### config.mk
export PLATFORM = sky130hd
export DESIGN_NAME = battery_voltage_moving_average
export DESIGN_NICKNAME = d
export VERILOG_FILES = /design/src/rtl/bvma_pkg.sv /design/src/rtl/battery_voltage_moving_average.sv
export SDC_FILE = /design/constraint.sdc
export NUM_CORES = 1
export LEC_CHECK = 0
export BUFFER_PORTS_ARGS = -buffer_cell sky130_fd_sc_hd__buf_2
export CAP_MARGIN = 10
export CORE_MARGIN = 5
export CORE_UTILIZATION = 39
export DETAILED_ROUTE_END_ITERATION = 8
export PLACE_DENSITY = 0.66
export SYNTH_ARGS = -nofsm -noshare
export SYNTH_HDL_FRONTEND = slang
export SYNTH_SLANG_ARGS = --single-unit
### constraint.sdc
create_clock -name clk -period 11.7 [get_ports clk]
set_input_delay 1.755 -clock clk [delete_from_list [all_inputs] [get_ports clk]]
set_output_delay 1.755 -clock clk [all_outputs]
set_load 0.02 [all_outputs]
### src/rtl/bvma_pkg.sv
// battery voltage moving average: shared types and constants
// no dependencies; imported by the filter top level and its checker
package bvma_pkg;

    localparam int MV_W       = 16;
    localparam int OFFSET_W   = 10;
    localparam int PERIOD_W   = 16;
    localparam int PCOUNT_W   = 32;
    localparam int CFG_ADDR_W = 4;
    localparam int CFG_DATA_W = 32;

    localparam logic [OFFSET_W-1:0] OFFSET_RESET         = 10'd60;
    localparam logic [PERIOD_W-1:0] BUFFER_PERIOD_RESET  = 16'd100;
    localparam logic [PERIOD_W-1:0] AVERAGE_PERIOD_RESET = 16'd1000;

    typedef enum logic [2:0] {
        CMD_SAMPLE      = 3'd0,
        CMD_BUFFER_TICK = 3'd1,
        CMD_PERIOD_TICK = 3'd2,
        CMD_SCAN        = 3'd3,
        CMD_RELEASE     = 3'd4
    } cmd_e_t;

    // register index, taken from paddr[3:2]
    typedef enum logic [1:0] {
        REG_OFFSET         = 2'd0,
        REG_BUFFER_PERIOD  = 2'd1,
        REG_AVERAGE_PERIOD = 2'd2
    } cfg_idx_t;

    // work a request hands to the second stage
    typedef struct packed {
        logic fill;
        logic push;
        logic scan;
    } ring_op_t;

endpackage

### src/rtl/battery_voltage_moving_average.sv
// Battery voltage smoother: one command per cycle, sustained while the output is not stalled.
// Requests go through two stages: the first decodes the command and updates the tick
// counters, hold, latest reading and write slot, and issues the read of the ring memory
// entry about to be replaced; the second, from the registers loaded at acceptance, applies
// the ring write, the running-sum update and the average (on a scan, one constant-reciprocal
// multiply of the sum). out_valid rises when the second stage hands its result to the output
// register; a waiting result sits in the output register while the next request is taken.
// The ring memory needs no clearing pass: per-entry valid bits make unwritten entries read as
// the fill value (zero after reset, the first compensated sample afterwards).
module battery_voltage_moving_average
    import bvma_pkg::*;
#(
    parameter int HISTORY_DEPTH = 8
)(
    input  logic                  clk,
    input  logic                  rst_n,
    input  logic                  psel,
    input  logic                  penable,
    input  logic                  pwrite,
    input  logic [CFG_ADDR_W-1:0] paddr,
    input  logic [CFG_DATA_W-1:0] pwdata,
    output logic [CFG_DATA_W-1:0] prdata,
    output logic                  pready,
    input  logic                  in_valid,
    output logic                  in_stall,
    input  logic [2:0]            command,
    input  logic [MV_W-1:0]       sample_mv,
    output logic                  out_valid,
    input  logic                  out_stall,
    output logic [MV_W-1:0]       average_mv,
    output logic [MV_W-1:0]       latest_mv,
    output logic                  average_updated,
    output logic                  holding
);

    localparam int DEPTH_LOG = $clog2(HISTORY_DEPTH);
    localparam int SLOT_W    = (HISTORY_DEPTH > 1) ? DEPTH_LOG : 1;
    localparam int SUM_W     = MV_W + DEPTH_LOG;
    localparam int RECIP_SH  = SUM_W + DEPTH_LOG;
    localparam int RECIP_W   = RECIP_SH + 1;
    localparam int PROD_W    = SUM_W + RECIP_W;
    // ceil(2^RECIP_SH / depth): exact quotient for every sum below 2^SUM_W
    localparam logic [RECIP_W-1:0] RECIP = RECIP_W'(((64'd1 << RECIP_SH)
        + 64'(HISTORY_DEPTH) - 64'd1) / 64'(HISTORY_DEPTH));
    localparam logic [SLOT_W-1:0] LAST_SLOT = SLOT_W'(HISTORY_DEPTH - 1);
    localparam logic [SUM_W-1:0]  DEPTH_SUM = SUM_W'(HISTORY_DEPTH);

    // configuration
    logic [OFFSET_W-1:0] offset_reg;
    logic [PERIOD_W-1:0] buffer_period_reg;
    logic [PERIOD_W-1:0] average_period_reg;
    logic                cfg_write;
    cfg_idx_t            cfg_idx;

    // first stage state
    logic [MV_W-1:0]          latest_reg, latest_next;
    logic                     init_reg, init_next;
    logic                     hold_reg, hold_next;
    logic [PERIOD_W-1:0]      buf_cnt_reg, buf_cnt_next;
    logic [PCOUNT_W-1:0]      per_cnt_reg, per_cnt_next;
    logic [SLOT_W-1:0]        slot_reg, slot_next;
    logic [MV_W-1:0]          fill_val_reg;
    logic [HISTORY_DEPTH-1:0] ent_valid_reg;

    // second stage
    logic                b_valid_reg;
    ring_op_t            b_op_reg;
    logic [MV_W-1:0]     b_value_reg;
    logic [SLOT_W-1:0]   b_slot_reg;
    logic [MV_W-1:0]     b_latest_reg;
    logic                b_hold_reg;
    logic [MV_W-1:0]     mem_q_reg;
    logic                rd_use_mem_reg;
    logic [MV_W-1:0]     rd_alt_reg;
    logic [SUM_W-1:0]    sum_reg, sum_next;
    logic [MV_W-1:0]     avg_reg, avg_next;

    // output register
    logic                out_valid_reg;
    logic [MV_W-1:0]     out_avg_reg;
    logic [MV_W-1:0]     out_latest_reg;
    logic                out_upd_reg;
    logic                out_hold_reg;

    logic [MV_W-1:0]     ring_mem [HISTORY_DEPTH];

    logic                accept;
    logic                out_free;
    logic                b_leave;
    logic                rd_fwd;
    ring_op_t            a_op;
    logic [MV_W-1:0]     a_value;
    logic [MV_W-1:0]     comp_mv;
    logic [PERIOD_W-1:0] buf_inc;
    logic [MV_W-1:0]     old_entry;
    logic [SUM_W:0]      push_sum;
    logic [PROD_W-1:0]   prod;

    // ---------------- configuration port ----------------
    assign pready    = 1'b1;
    assign cfg_write = psel && penable && pwrite;
    assign cfg_idx   = cfg_idx_t'(paddr[3:2]);

    always_ff @(posedge clk or negedge rst_n)
    begin
        if (!rst_n)
        begin
            offset_reg         <= OFFSET_RESET;
            buffer_period_reg  <= BUFFER_PERIOD_RESET;
            average_period_reg <= AVERAGE_PERIOD_RESET;
        end
        else if (cfg_write)
        begin
            unique case (cfg_idx)
                REG_OFFSET:         offset_reg         <= pwdata[OFFSET_W-1:0];
                REG_BUFFER_PERIOD:  buffer_period_reg  <= pwdata[PERIOD_W-1:0];
                REG_AVERAGE_PERIOD: average_period_reg <= pwdata[PERIOD_W-1:0];
                default:            ;
            endcase
        end
    end

    always_comb
    begin
        unique case (cfg_idx)
            REG_OFFSET:         prdata = CFG_DATA_W'(offset_reg);
            REG_BUFFER_PERIOD:  prdata = CFG_DATA_W'(buffer_period_reg);
            REG_AVERAGE_PERIOD: prdata = CFG_DATA_W'(average_period_reg);
            default:            prdata = '0;
        endcase
    end

    // ---------------- handshake ----------------
    assign out_free = !out_valid_reg || !out_stall;
    assign b_leave  = b_valid_reg && out_free;
    assign in_stall = b_valid_reg && !out_free;
    assign accept   = in_valid && !in_stall;

    // ---------------- first stage ----------------
    assign comp_mv = (sample_mv > MV_W'(offset_reg)) ? (sample_mv - MV_W'(offset_reg))
                                                     : sample_mv;
    assign buf_inc = buf_cnt_reg + PERIOD_W'(1);

    always_comb
    begin
        latest_next  = latest_reg;
        init_next    = init_reg;
        hold_next    = hold_reg;
        buf_cnt_next = buf_cnt_reg;
        per_cnt_next = per_cnt_reg;
        slot_next    = slot_reg;
        a_op         = '0;
        a_value      = '0;
        unique case (cmd_e_t'(command))
            CMD_SAMPLE:
            begin
                latest_next = comp_mv;
                if (!init_reg)
                begin
                    init_next = 1'b1;
                    hold_next = 1'b1;
                    slot_next = '0;
                    a_op.fill = 1'b1;
                    a_value   = comp_mv;
                end
            end
            CMD_BUFFER_TICK:
            begin
                if (buf_inc >= buffer_period_reg)
                begin
                    buf_cnt_next = '0;
                    a_op.push    = 1'b1;
                    a_value      = latest_reg;
                    slot_next    = (slot_reg == LAST_SLOT) ? '0 : slot_reg + SLOT_W'(1);
                end
                else
                begin
                    buf_cnt_next = buf_inc;
                end
            end
            CMD_PERIOD_TICK:
            begin
                if (per_cnt_reg != '1)
                begin
                    per_cnt_next = per_cnt_reg + PCOUNT_W'(1);
                end
            end
            CMD_SCAN:
            begin
                if (latest_reg != '0 && !hold_reg
                    && per_cnt_reg >= PCOUNT_W'(average_period_reg))
                begin
                    per_cnt_next = '0;
                    a_op.scan    = 1'b1;
                end
            end
            CMD_RELEASE:
            begin
                hold_next = 1'b0;
            end
            default:
            begin
            end
        endcase
    end

    always_ff @(posedge clk or negedge rst_n)
    begin
        if (!rst_n)
        begin
            latest_reg   <= '0;
            init_reg     <= 1'b0;
            hold_reg     <= 1'b0;
            buf_cnt_reg  <= '0;
            per_cnt_reg  <= '0;
            slot_reg     <= '0;
            fill_val_reg <= '0;
        end
        else if (accept)
        begin
            latest_reg  <= latest_next;
            init_reg    <= init_next;
            hold_reg    <= hold_next;
            buf_cnt_reg <= buf_cnt_next;
            per_cnt_reg <= per_cnt_next;
            slot_reg    <= slot_next;
            if (a_op.fill)
            begin
                fill_val_reg <= a_value;
            end
        end
    end

    // a fill from the new request overrides a write retiring in the same cycle
    always_ff @(posedge clk or negedge rst_n)
    begin
        if (!rst_n)
        begin
            ent_valid_reg <= '0;
        end
        else
        begin
            if (accept && a_op.fill)
            begin
                ent_valid_reg <= '0;
            end
            else if (b_leave && b_op_reg.push)
            begin
                ent_valid_reg[b_slot_reg] <= 1'b1;
            end
        end
    end

    // ---------------- ring memory ----------------
    // same entry written by the retiring push: take its data instead of the memory
    assign rd_fwd = b_leave && b_op_reg.push && (b_slot_reg == slot_reg);

    always_ff @(posedge clk)
    begin
        if (b_leave && b_op_reg.push)
        begin
            ring_mem[b_slot_reg] <= b_value_reg;
        end
        if (accept && a_op.push)
        begin
            mem_q_reg      <= ring_mem[slot_reg];
            rd_use_mem_reg <= ent_valid_reg[slot_reg] && !rd_fwd;
            rd_alt_reg     <= rd_fwd ? b_value_reg : fill_val_reg;
        end
    end

    // ---------------- second stage ----------------
    always_ff @(posedge clk or negedge rst_n)
    begin
        if (!rst_n)
        begin
            b_valid_reg <= 1'b0;
        end
        else if (accept)
        begin
            b_valid_reg <= 1'b1;
        end
        else if (b_leave)
        begin
            b_valid_reg <= 1'b0;
        end
    end

    always_ff @(posedge clk)
    begin
        if (accept)
        begin
            b_op_reg     <= a_op;
            b_value_reg  <= a_value;
            b_slot_reg   <= slot_reg;
            b_latest_reg <= latest_next;
            b_hold_reg   <= hold_next;
        end
    end

    assign old_entry = rd_use_mem_reg ? mem_q_reg : rd_alt_reg;
    assign push_sum  = {1'b0, sum_reg} - (SUM_W + 1)'(old_entry) + (SUM_W + 1)'(b_value_reg);
    assign prod      = PROD_W'(sum_reg) * PROD_W'(RECIP);

    always_comb
    begin
        sum_next = sum_reg;
        avg_next = avg_reg;
        if (b_op_reg.fill)
        begin
            sum_next = SUM_W'(b_value_reg) * DEPTH_SUM;
            avg_next = b_value_reg;
        end
        if (b_op_reg.push)
        begin
            sum_next = push_sum[SUM_W-1:0];
        end
        if (b_op_reg.scan)
        begin
            avg_next = prod[RECIP_SH +: MV_W];
        end
    end

    always_ff @(posedge clk or negedge rst_n)
    begin
        if (!rst_n)
        begin
            sum_reg <= '0;
            avg_reg <= '0;
        end
        else if (b_leave)
        begin
            sum_reg <= sum_next;
            avg_reg <= avg_next;
        end
    end

    // ---------------- output register ----------------
    always_ff @(posedge clk or negedge rst_n)
    begin
        if (!rst_n)
        begin
            out_valid_reg <= 1'b0;
        end
        else
        begin
            out_valid_reg <= b_leave || (out_valid_reg && out_stall);
        end
    end

    always_ff @(posedge clk)
    begin
        if (b_leave)
        begin
            out_avg_reg    <= avg_next;
            out_latest_reg <= b_latest_reg;
            out_upd_reg    <= b_op_reg.fill || b_op_reg.scan;
            out_hold_reg   <= b_hold_reg;
        end
    end

    assign out_valid       = out_valid_reg;
    assign average_mv      = out_avg_reg;
    assign latest_mv       = out_latest_reg;
    assign average_updated = out_upd_reg;
    assign holding         = out_hold_reg;

endmodule

==> results by group <==
Critical path
  – Most used cell, CP: buf_2
  – CP peak stage delay: 0.58 ns
  – Worst EP required: 9.95 ns
  – CP Depth: 5
  – Worst path cell trace: buf_2 -> nor2b_1 -> buf_6 -> a22o_1 -> buf_2
  – WS Path Type: input port to output pin
  – Delay-heaviest family, CP: buffers and inverters
  – Startpoint Class: input port
  – Critical path's slowest cell: nor2b_1
  – Crit path buf inv count: 3
  – Reg2reg path depth: 11
  – Arr. time, crit path: 3.15 ns
  – Nature of the critical path endpoint: output pin
  – Critical path fanouts, max: 15

Synthesis
  – Largest cells by area after synthesis: edfxtp_1 35%, dfrtp_1 20%, mux2_2 4.6%, o21ai_0 4.2%, ha_1 4.1%
  – Yosys warns: 0
  – Avg Inst Size Synth: 12.0 µm²
  – Post-synth top flop: edfxtp_1
  – Post-synthesis async set-or-reset flop share: 42.4%
  – Cells after synthesis: 1654
  – Number of synthesized flops with an enable pin: 234
  – Cell accounting for the most synthesized area: edfxtp_1
  – #FFs+latches synth: 406
  – Post-Syn Area: 19900 µm²
  – Register area share after synthesis: 57.1%
  – Top cell type's share of synthesized area: 35.3%
  – Synth cell types: 80

Placement
  – DP HPWL: 31.9 mm
  – I/O Buffers: 95
  – Dpl cells: 2376
  – Routability congestion estimate: 0.843
  – Dpl ws: 6.49 ns

Floorplanning
  – Initial core utilization: 39.6%
  – Die Y: 236 µm
  – Core Area: 50300 µm²
  – Die width: 236 µm
  – I/O pin cnt: 131
  – Full die area: 55600 µm²
  – Row Count: 82

Finish
  – Share of cells above drive strength 1: 19.3%
  – Largest register FFs: 128
  – P&R area growth vs syn: 13.6%
  – Reg area: 11300 µm²
  – Area of the multi-input gates: 7790 µm²
  – Layout Nets: 1893
  – Final Instance Count excl. Fillers: 2457
  – # fillers: 4570

STA
  – Setup violators final: 0
  – Setup tns final: 0 ns
  – Fin crit period: 4.90 ns
  – F_max: 0.204 GHz
  – Crit share post-route: 41.9%
  – Minimum hold slack: 0.421 ns
  – Final hold violations: 0
  – Rel. slew slack: 22.7%
  – RSZ-0062 raised after global routing: false
  – Clock skew: 0.0216 ns
  – Max-slew violation count: 0
  – Final setup margin: 6.80 ns
  – Slew @ Worst Pin: 1.16 ns

Routing
  – Pre-antenna DRT Iters: 5
  – Drt total wl: 47.3 mm
  – Antenna Nets Post-Route: 0
  – Via count: 13.0k
  – Vias per cell: 5.29
  – DRC: 0
  – WL per Instance: 19.2 µm
  – Met2 wire length: 23.5 mm
  – Highest routed layer: met5
  – Drt first-iter violations: 775
  – Met1 WL: 20.3 mm
  – Met3 WL post-DR: 2.48 mm

Worst hold path
  – Hold Path Depth: 0
  – Min-delay worst type: flop to flop

Outcome
  – Status: completed

Clock tree
  – Worst-path clk slew: 0.06 ns
  – H-tree depth: 2
  – Clock root buffer: clkbuf_16
  – Clock Path Buffers: 3
  – Skew-Pair Late Insertion Delay: 0.56 ns
  – Total CTS buffers: 42
  – Total setup buffers inserted after CTS: 0
  – Hold Buf Count CTS: 0
  – CTS tree: done
  – PostCTS Resize Cnt: 0
  – TritonCTS Sinks: 406

Pwr
  – Clk network pwr share: 32.5%
  – Switching share of power: 30.3%
  – PD cells: 191 nW/µm²
  – Power share of the sequential group: 43.5%
  – Part of the power in combinational logic: 24.0%
  – Peak VDD IR: 0.117 mV
  – Pint: 0.00301 W
  – Psw: 0.00131 W
  – Leakage power: 9.12 nW

Global route
  – Pin count of the biggest net entering global routing: 95
  – Grt ovf: 0
  – First-pass GRT wire length: 75.0 mm
  – Total track usage: 16.7%
  – Vias in the first global route: 13.2k
  – Antenna violations before repair: 3

Run
  – Max Cap Viol: 0
==> per-layer routing <==
layer  vias up  GRT usage, %
li1       6124             -
met1      6483          22.0
met2       325          28.9
met3        59          2.79
met4         2          3.92
met5         -             0
==> worst register-to-register path, delay by kind of cell, from the launching register on <==
kind | cells | cell delay [ns]
AOI/OAI and AO/OA | 4 | 0.91
muxes | 2 | 0.71
adders and majority gates | 2 | 0.98
buffers and inverters | 1 | 0.07
DFF | 1 | 0.91
and+or+nand+nor | 2 | 0.57
==> synthesized netlist by cell type (all sizes together) (18+ instances only) <==
library cell and n:
mux4 34, xnor2 39, edfxtp 234, dfrtp 159, mux2i 39, and3 18
ha 65, nor4 19, nand3 38, xor2 22, mux2 81, nor2 81
nand2 171, clkbuf 51, buf 34, inv 125, nor3 26, a21oi 46
o21ai 171
==> metrics by stage <==
stage	cell area [µm²]	util [%]	total power, W
2_1_floorplan	19900	-	0.00263
3_3_place_gp	21100	42.0	0.00289
3_5_place_dp	21100	42.0	0.00293
4_1_cts	22600	44.9	0.00434
5_1_grt	22600	44.9	0.00456
6_report	22600	44.9	0.00431
==> final timing paths <==
path	startpoint	to	slack, ns
worst max-delay path	paddr[3]	prdata[13]	6.80
worst min-delay path	b_latest_reg[15]	latest_mv[15]	0.42
worst max register to register	rd_use_mem_reg	sum_reg[18]	7.39
worst min register to register	b_latest_reg[15]	latest_mv[15]	0.42
max in group asynchronous	rst_n	slot_reg[0]	8.75
min in group asynchronous	rst_n	per_cnt_reg[9]	1.31
==> cells by family (layout without fill, tap and decap cells) <==
logic type                 after synthesis  in the layout  share of synthesized area [%]
AOI/OAI and AO/OA                      308            308                           9.23
muxes                                  154            154                           10.4
buffers and inverters                  210            324                           4.42
adders and majority gates               82             82                           5.80
and+or+nand+nor                        431            431                           10.4
other                                    2             19                         0.0378
xor gates and xnor gates                61             61                           2.69
DFF                                    406            406                           57.1
==> placed cells by master, fill, tap and decap left out, types with 13 or more instances in the layout <==
| master | synthesis | layout |
|---|---|---|
| a21oi_1 | 46 | 46 |
| mux2i_1 | 39 | 39 |
| fa_1 | 17 | 17 |
| nor2_1 | 81 | 81 |
| nand2b_1 | 17 | 17 |
| xor2_1 | 22 | 22 |
| dfrtp_1 | 159 | 158 |
| nor3_1 | 25 | 22 |
| mux2_2 | 81 | 81 |
| clkbuf_16 | 0 | 42 |
| nand3_1 | 38 | 38 |
| mux4_2 | 34 | 34 |
| nand2_1 | 171 | 171 |
| conb_1 | 2 | 17 |
| inv_1 | 124 | 123 |
| edfxtp_1 | 234 | 234 |
| o21ai_0 | 166 | 166 |
| ha_1 | 65 | 65 |
| dfstp_2 | 13 | 13 |
| buf_4 | 19 | 25 |
| buf_2 | 8 | 94 |
| and3_1 | 16 | 16 |
| xnor2_1 | 39 | 39 |
| nor4_1 | 18 | 17 |
==> layout make-up <==
cell class / count / share of cell area, %
diodes: 2 / 0.0222
clock buffers: 57 / 5.08
clock inverters: 21 / 1.34
inverters: 125 / 2.08
multi-input cells: 1053 / 34.5
flip-flops and latches: 406 / 50.3
well taps: 672 / 3.72
repair buffers: 121 / 3.01
==> power groups by stage <==
stage               Sequential (W)  Clock (W)  Combinational (W)
CTS                        0.00188    0.00143            0.00104
finish                     0.00188    0.00140            0.00104
floorplan                  0.00187          0           0.000761
detailed placement         0.00190          0            0.00103
global route               0.00190    0.00149            0.00117
global placement           0.00189          0           0.000993
Power figures use the tool's default switching activity.
